`config.mk`:
```
export PLATFORM = sky130hd
export DESIGN_NAME = sparkline_min_max_scaler_unit
export DESIGN_NICKNAME = d
export VERILOG_FILES = /design/src/rtl/smms_pkg.sv /design/src/rtl/smms_ctrl.sv /design/src/rtl/smms_dp.sv /design/src/rtl/sparkline_min_max_scaler_unit.sv
export SDC_FILE = /design/constraint.sdc
export NUM_CORES = 1
export LEC_CHECK = 0
export BUFFER_PORTS_ARGS = -buffer_cell sky130_fd_sc_hd__buf_2
export CORE_ASPECT_RATIO = 1.75
export CORE_MARGIN = 3
export CORE_UTILIZATION = 40
export CTS_BUF_LIST = sky130_fd_sc_hd__clkbuf_8 sky130_fd_sc_hd__clkbuf_16
export DETAILED_ROUTE_END_ITERATION = 8
export PLACE_DENSITY_LB_ADDON = 0.2
export SETUP_SLACK_MARGIN = 0.3
export SLEW_MARGIN = 30
export SYNTH_ARGS = -nofsm -noshare
export SYNTH_HDL_FRONTEND = slang
export SYNTH_SLANG_ARGS = --single-unit
```
`constraint.sdc`:
```
create_clock -name clk -period 12.6 [get_ports clk]
set_clock_uncertainty 0.2 [all_clocks]
set_input_delay 3.78 -clock clk [delete_from_list [all_inputs] [get_ports clk]]
set_output_delay 3.78 -clock clk [all_outputs]
set_load 0.01 [all_outputs]
```
`src/rtl/smms_pkg.sv`:
```
// Shared types and constants for the sparkline min/max scaler.
package smms_pkg;

	localparam int SAMPLE_W  = 8;
	localparam int CFG_W     = 8;
	localparam int CFG_IDX_W = 8;
	localparam int IDX_W     = 6;
	localparam int X_W       = 14;
	localparam int Y_W       = 9;
	localparam int PROD_W    = 2 * SAMPLE_W;
	localparam int DCNT_W    = 4;

	localparam int DEF_HISTORY_DEPTH = 10;

	localparam logic [CFG_IDX_W-1:0] REG_X_ORIGIN = CFG_IDX_W'(0);
	localparam logic [CFG_IDX_W-1:0] REG_X_STEP   = CFG_IDX_W'(1);
	localparam logic [CFG_IDX_W-1:0] REG_Y_BASE   = CFG_IDX_W'(2);
	localparam logic [CFG_IDX_W-1:0] REG_Y_SPAN   = CFG_IDX_W'(3);

	localparam logic [CFG_W-1:0] RST_X_ORIGIN = CFG_W'(3);
	localparam logic [CFG_W-1:0] RST_X_STEP   = CFG_W'(6);
	localparam logic [CFG_W-1:0] RST_Y_BASE   = CFG_W'(36);
	localparam logic [CFG_W-1:0] RST_Y_SPAN   = CFG_W'(31);

	typedef struct packed {
		logic             shift_in;
		logic             scan;
		logic             scan_first;
		logic             mul;
		logic             div;
		logic             emit;
		logic             last_pt;
		logic [IDX_W-1:0] idx;
	} smms_cmd_t;

endpackage

```
`src/rtl/smms_ctrl.sv`:
```
// Sequencer for the sparkline scaler: scan, multiply, divide and emit phases.
module smms_ctrl import smms_pkg::*; #(
	parameter int HISTORY_DEPTH = DEF_HISTORY_DEPTH
) (
	input  logic      clk,
	input  logic      arst_n,
	input  logic      in_valid,
	output logic      in_stall,
	output logic      out_valid,
	input  logic      out_stall,
	output smms_cmd_t cmd
);

	typedef enum logic [2:0] {
		ST_IDLE,
		ST_SCAN,
		ST_MUL,
		ST_DIV,
		ST_LOAD,
		ST_OUT
	} state_t;

	localparam logic [IDX_W-1:0] LAST_IDX = IDX_W'(HISTORY_DEPTH - 1);
	localparam logic [DCNT_W-1:0] LAST_DIV = '1;

	state_t             state_q;
	logic [IDX_W-1:0]   cnt_q;
	logic [DCNT_W-1:0]  dcnt_q;
	logic               in_acc;

	assign in_stall  = (state_q != ST_IDLE);
	assign out_valid = (state_q == ST_OUT);
	assign in_acc    = in_valid && (state_q == ST_IDLE);

	always_comb begin
		cmd            = '0;
		cmd.idx        = cnt_q;
		cmd.last_pt    = (cnt_q == LAST_IDX);
		cmd.shift_in   = in_acc;
		cmd.scan       = (state_q == ST_SCAN);
		cmd.scan_first = (state_q == ST_SCAN) && (cnt_q == '0);
		cmd.mul        = (state_q == ST_MUL);
		cmd.div        = (state_q == ST_DIV);
		cmd.emit       = (state_q == ST_LOAD);
	end

	always_ff @(posedge clk or negedge arst_n) begin
		if (!arst_n) begin
			state_q <= ST_IDLE;
			cnt_q   <= '0;
			dcnt_q  <= '0;
		end else begin
			case (state_q)
				ST_IDLE: begin
					if (in_acc) begin
						state_q <= ST_SCAN;
						cnt_q   <= '0;
					end
				end
				ST_SCAN: begin
					if (cnt_q == LAST_IDX) begin
						state_q <= ST_MUL;
						cnt_q   <= '0;
					end else begin
						cnt_q <= cnt_q + 1'b1;
					end
				end
				ST_MUL: begin
					state_q <= ST_DIV;
					dcnt_q  <= '0;
				end
				ST_DIV: begin
					dcnt_q <= dcnt_q + 1'b1;
					if (dcnt_q == LAST_DIV) begin
						state_q <= ST_LOAD;
					end
				end
				ST_LOAD: begin
					state_q <= ST_OUT;
				end
				ST_OUT: begin
					if (!out_stall) begin
						if (cnt_q == LAST_IDX) begin
							state_q <= ST_IDLE;
							cnt_q   <= '0;
						end else begin
							state_q <= ST_MUL;
							cnt_q   <= cnt_q + 1'b1;
						end
					end
				end
				default: begin
					state_q <= ST_IDLE;
				end
			endcase
		end
	end

endmodule

```
`src/rtl/smms_dp.sv`:
```
// Datapath: history ring, min/max scan, scaler multiply, restoring divider, output words.
module smms_dp import smms_pkg::*; #(
	parameter int HISTORY_DEPTH = DEF_HISTORY_DEPTH
) (
	input  logic                  clk,
	input  logic                  arst_n,
	input  smms_cmd_t             cmd,
	input  logic                  cfg_we,
	input  logic [CFG_IDX_W-1:0]  cfg_index,
	input  logic [CFG_W-1:0]      cfg_data,
	input  logic [SAMPLE_W-1:0]   sample,
	output logic [IDX_W-1:0]      point_index,
	output logic [X_W-1:0]        x_pos,
	output logic signed [Y_W-1:0] y_pos,
	output logic                  last_point
);

	logic [SAMPLE_W-1:0] hist_q [HISTORY_DEPTH];
	logic [CFG_W-1:0]    x_origin_q, x_step_q, y_base_q, y_span_q;
	logic [SAMPLE_W-1:0] lo_q, hi_q, range_q, rem_q;
	logic [PROD_W-1:0]   dq_q;
	logic [X_W-1:0]      x_acc_q;
	logic [SAMPLE_W-1:0] head, offset;
	logic [SAMPLE_W:0]   trial;
	logic                fits;

	assign head   = hist_q[0];
	assign offset = head - lo_q;
	assign trial  = {rem_q, dq_q[PROD_W-1]};
	assign fits   = (trial >= {1'b0, range_q});

	always_ff @(posedge clk or negedge arst_n) begin
		if (!arst_n) begin
			x_origin_q <= RST_X_ORIGIN;
			x_step_q   <= RST_X_STEP;
			y_base_q   <= RST_Y_BASE;
			y_span_q   <= RST_Y_SPAN;
		end else if (cfg_we) begin
			case (cfg_index)
				REG_X_ORIGIN: x_origin_q <= cfg_data;
				REG_X_STEP:   x_step_q   <= cfg_data;
				REG_Y_BASE:   y_base_q   <= cfg_data;
				REG_Y_SPAN:   y_span_q   <= cfg_data;
				default:      ;
			endcase
		end
	end

	// history: shift in at the newest end, rotate during scan and per point
	always_ff @(posedge clk or negedge arst_n) begin
		if (!arst_n) begin
			for (int i = 0; i < HISTORY_DEPTH; i++) begin
				hist_q[i] <= '0;
			end
		end else if (cmd.shift_in || cmd.scan || cmd.mul) begin
			for (int i = 0; i < HISTORY_DEPTH - 1; i++) begin
				hist_q[i] <= hist_q[i+1];
			end
			hist_q[HISTORY_DEPTH-1] <= cmd.shift_in ? sample : head;
		end
	end

	always_ff @(posedge clk) begin
		if (cmd.scan) begin
			if (cmd.scan_first || head < lo_q) begin
				lo_q <= head;
			end
			if (cmd.scan_first || head > hi_q) begin
				hi_q <= head;
			end
			if (cmd.scan_first) begin
				x_acc_q <= X_W'(x_origin_q);
			end
		end
		if (cmd.mul) begin
			dq_q    <= offset * y_span_q;
			rem_q   <= '0;
			range_q <= (hi_q == lo_q) ? SAMPLE_W'(1) : hi_q - lo_q;
		end
		if (cmd.div) begin
			rem_q <= fits ? SAMPLE_W'(trial - {1'b0, range_q}) : trial[SAMPLE_W-1:0];
			dq_q  <= {dq_q[PROD_W-2:0], fits};
		end
		if (cmd.emit) begin
			point_index <= cmd.idx;
			x_pos       <= x_acc_q;
			y_pos       <= {1'b0, y_base_q} - {1'b0, dq_q[SAMPLE_W-1:0]};
			last_point  <= cmd.last_pt;
			x_acc_q     <= x_acc_q + X_W'(x_step_q);
		end
	end

endmodule

```
`src/rtl/sparkline_min_max_scaler_unit.sv`:
```
// Top level of the sparkline min/max scaler.
// Usage:
//   Input channel (in_valid/in_stall/sample): one 8-bit rate sample per word.
//   in_stall is high from acceptance until the last point of that sample's
//   run has been taken; one sample is processed at a time.
//   Output channel (out_valid/out_stall): HISTORY_DEPTH point words per
//   sample, oldest first, last_point set on the newest one.
//   Config channel (cfg_valid/cfg_ready/cfg_index/cfg_data): cfg_ready is
//   always high; indexes 0..3 are x_origin, x_step, y_base, y_span, others
//   are dropped. Write only while idle.
// Timing: after a sample is taken the history is scanned for min/max,
//   one entry per cycle. Each point then passes through a multiply step,
//   the bit-serial divider and a load step before its word is valid;
//   the next point starts only once the previous one has been taken.
// Stall: a stalled output word holds; the sequencer waits in place.
// Reset: history clears to zero, registers return to 3, 6, 36, 31.
module sparkline_min_max_scaler_unit import smms_pkg::*; #(
	parameter int HISTORY_DEPTH = DEF_HISTORY_DEPTH
) (
	input  logic                  clk,
	input  logic                  arst_n,
	input  logic                  in_valid,
	output logic                  in_stall,
	input  logic [SAMPLE_W-1:0]   sample,
	output logic                  out_valid,
	input  logic                  out_stall,
	output logic [IDX_W-1:0]      point_index,
	output logic [X_W-1:0]        x_pos,
	output logic signed [Y_W-1:0] y_pos,
	output logic                  last_point,
	input  logic                  cfg_valid,
	output logic                  cfg_ready,
	input  logic [CFG_IDX_W-1:0]  cfg_index,
	input  logic [CFG_W-1:0]      cfg_data
);

	smms_cmd_t cmd;

	assign cfg_ready = 1'b1;

	smms_ctrl #(
		.HISTORY_DEPTH(HISTORY_DEPTH)
	) u_ctrl (
		.clk      (clk),
		.arst_n   (arst_n),
		.in_valid (in_valid),
		.in_stall (in_stall),
		.out_valid(out_valid),
		.out_stall(out_stall),
		.cmd      (cmd)
	);

	smms_dp #(
		.HISTORY_DEPTH(HISTORY_DEPTH)
	) u_dp (
		.clk        (clk),
		.arst_n     (arst_n),
		.cmd        (cmd),
		.cfg_we     (cfg_valid && cfg_ready),
		.cfg_index  (cfg_index),
		.cfg_data   (cfg_data),
		.sample     (sample),
		.point_index(point_index),
		.x_pos      (x_pos),
		.y_pos      (y_pos),
		.last_point (last_point)
	);

endmodule
```
==> impl_metrics.tcl <==
set metrics [dict create \
    synthArstFlopShare_pct 57.6 \
    multi_input_area_um2 6630 \
    min_path_type "flip-flop to flip-flop" \
    synth_cell_types 66 \
    grt_start_max_net_pins 89 \
    grt_pass1_wl_um 46100 \
    synth_top_flop_cell "dfrtp_1" \
    drtIter0Drc 325 \
    use_met1_pct 18.4 \
    yosys_register_bits 217 \
    core_um2 32300 \
    seqCellArea_um2 5900 \
    regToRegSetupSlack_ns 5.94 \
    synth_top_area_cell "dfrtp_1" \
    synth_fp_nets 1334 \
    power_density_nw_per_um2 230 \
    critical_path_required_ns 12.75 \
    wl_per_cell_um 17.1 \
    clock_latency_ns 0.52 \
    drt-total-wl_um 28000 \
    antenna_cells 0 \
    io_buffers 60 \
    grt_pass1_vias 9091 \
    chipHeight_um 246 \
    fin_crit_sh_pct 52.9 \
    dp_hpwl_um 20700 \
    synth_cells 1177 \
    min_period_ns 6.66 \
    status "finished, final reports clean" \
    synth_edf_count 92 \
    yosysTopAreaCellShare_pct 21.7 \
    root_buffer "clkbuf_16" \
    clkSinkCount 217 \
    drive_above_1_share_pct 19.4 \
    slew_headroom_pct 37.4 \
    postLayoutCoreUtil_pct 45.1 \
    avgSynthCellArea_um2 11.1 \
    maxCapViolations 0 \
    dieArea_um2 35100 \
    die_w_um 143 \
    setup_violations 0 \
    cts_tree "done" \
    antenna_found_initial 0 \
    fp-row-count 87 \
    holdCritStartpoint "u_dp.x_acc_q[2]" \
    setup_tns_ns 0 \
    ys_seq_area_share_pct 45.0 \
    dr.pass1.iters 5 \
    critical_path_class "flip-flop to flip-flop" \
    layout_common_cells "dfrtp_1 (114), mux2_2 (110), inv_1 (109)" \
    fmax_mhz 150 \
    grt.busiest_layer "met2" \
    grt_overflow_total 0 \
    path_clk_slew_ns 0.07 \
    r2r_start "u_dp.head[0]" \
    drv_slew 0 \
    end_kind "flip-flop" \
    start_util_pct 40.6 \
    synth_warnings 0 \
    grtUsageMet2_pct 29.8 \
    fin_ws_ns 5.94 \
    cts_resized 0 \
    dp_slack_ns 5.98 \
    rsz0062_at_grt "false" \
    via_per_inst 5.38 \
    cts_setup_buffers 0 \
    syn2layout_area_growth_pct 11.1 \
    postLayoutCellArea_um2 14600 \
    synth_area_um2 13100 \
    worst_slew_pin_slew_ns 0.935 \
    cp-start-kind "flip-flop" \
    critPathArrivalTime_ns 6.81 \
    gp_congestion 0.877 \
    irDropWorstVdd_v 0.000138 \
    worstSetupEndpoint "u_dp.dq_q[14]" \
    finalNetCount 1380 \
    worstRegToRegCells 21 \
    via_count 8819 \
    startpoint "u_dp.head[0]" \
    fillers 2994 \
    rr_endpoint "u_dp.dq_q[14]" \
    cts_inserted_buffers 22 \
    hold_violations 0 \
    io_pins 62 \
    remaining_drc_errors 0 \
    ctsHoldBuffers 0 \
    grt.met3_usage_pct 2.30 \
    leakagePower_nw 6.41 \
    h-tree-depth 1 \
    worstPathMaxFanout 16 \
    clockBufferDepth 3 \
    final_common_cell "dfrtp_1" \
    grt_util_all_layers_pct 16.1 \
    dpl_cell_area_um2 13800 \
    ant_nets 0 \
    synth_area_leaders "dfrtp_1 (22%), edfxtp_1 (21%), mux2_2 (9.4%), ha_1 (8.3%), fa_1 (6.3%)" \
]
## state kept, by name, summed over array words and instances, names as in the netlist
register          count
u_dp.x_origin_q       8
u_dp.y_base_q         8
u_dp.x_step_q         8
u_dp.last_point       1
u_dp.range_q          8
u_dp.x_pos           14
u_dp.point_index      6
u_dp.head             8
u_dp.x_acc_q         14
u_dp.hist_q          72
u_dp.rem_q            8
u_ctrl.dcnt_q         4
u_dp.y_pos            9
u_dp.lo_q             8
u_ctrl.state_q        3
u_dp.dq_q            16
u_dp.hi_q             8
u_ctrl.cnt_q          6
u_dp.y_span_q         8
## worst max-delay path, cell delays in order, from the launching register on
cell and delay [ns]:
dfrtp_1 0.41, inv_1 0.10, ha_1 0.17, inv_1 0.06
fa_1 0.40, a21o_1 0.18, a21oi_1 0.31, o21bai_1 0.10
buf_4 0.19, o311ai_0 0.60, fa_1 0.55, fa_1 0.40
fa_1 0.51, inv_1 0.05, fa_1 0.52, inv_1 0.04
ha_1 0.39, a21o_1 0.24, a221oi_1 0.46, o21ai_0 0.19
o21a_1 0.20, o31ai_1 0.22
## per-stage QoR
| stage | cells | hold WS, ns | total power [mW] |
|---|---|---|---|
| 2_1_floorplan | 1177 | 0.233 | 2.31 |
| 3_3_place_gp | 1598 | 0.249 | 2.69 |
| 3_5_place_dp | 1599 | 0.253 | 2.71 |
| 4_1_cts | 1639 | 0.265 | 3.40 |
| 5_1_grt | 1639 | 0.270 | 3.62 |
| 6_report | 1639 | 0.267 | 3.36 |
## layout make-up
class | instances | share of cell area, %
Sequential cell | 217 | 40.5
Inverter | 108 | 2.78
Clock inverter | 12 | 0.489
Clock buffer | 28 | 4.65
Timing Repair Buffer | 70 | 2.67
Tap cell | 400 | 3.43
Multi-Input combinational cell | 804 | 45.5
## cell families (layout without fill, tap and decap cells)
kind of cell,after synthesis,after routing,share of synthesized area [%]
multiplexers,132,132,11.1
AO/OA/AOI/OAI,210,210,10.9
other,1,1,0.0286
XOR/XNOR,21,21,1.40
flip-flops,217,217,45.0
AND/OR/NAND/NOR,312,312,12.4
adder cells (fa/ha/maj),128,128,14.6
buffers and inverters,156,218,4.59
## how the worst min path moves through the flow
stage                         end  slack (ns)  cells after the start
finish              u_dp.x_pos[2]        0.27                      0
global route        u_dp.x_pos[0]        0.27                      0
CTS                 u_dp.x_pos[0]        0.27                      0
detailed placement  u_dp.x_pos[0]        0.25                      0
global placement    u_dp.x_pos[5]        0.25                      0
floorplan           u_dp.x_pos[0]        0.23                      0
## metal layers
metal | vias to the layer above | routed length [um]
met4 | 0 | 1040
met3 | 52 | 928
li1 | 4295 | -
met5 | - | 0
met2 | 136 | 14800
met1 | 4336 | 11200
## synth_stat cells (15+ instances only)
library cell  count
nand2b_1         24
a21o_1           16
clkbuf_1         34
nand2_1          97
mux2_2          110
a21oi_1          35
fa_1             41
o21ai_0          54
and2_1           23
nor3_1           27
nor2_1           49
mux2i_1          22
o21a_1           22
nand3_1          15
inv_1           106
edfxtp_1         92
ha_1             87
dfrtp_1         114
## report_power, final
group,switching (mW),total (mW),internal (mW)
clock,0.289,0.674,0.384
sequential,0.147,1.18,1.04
combinational,0.868,1.50,0.632
total,1.30,3.36,2.05
Note: power is estimated with default switching activity, not from simulation.
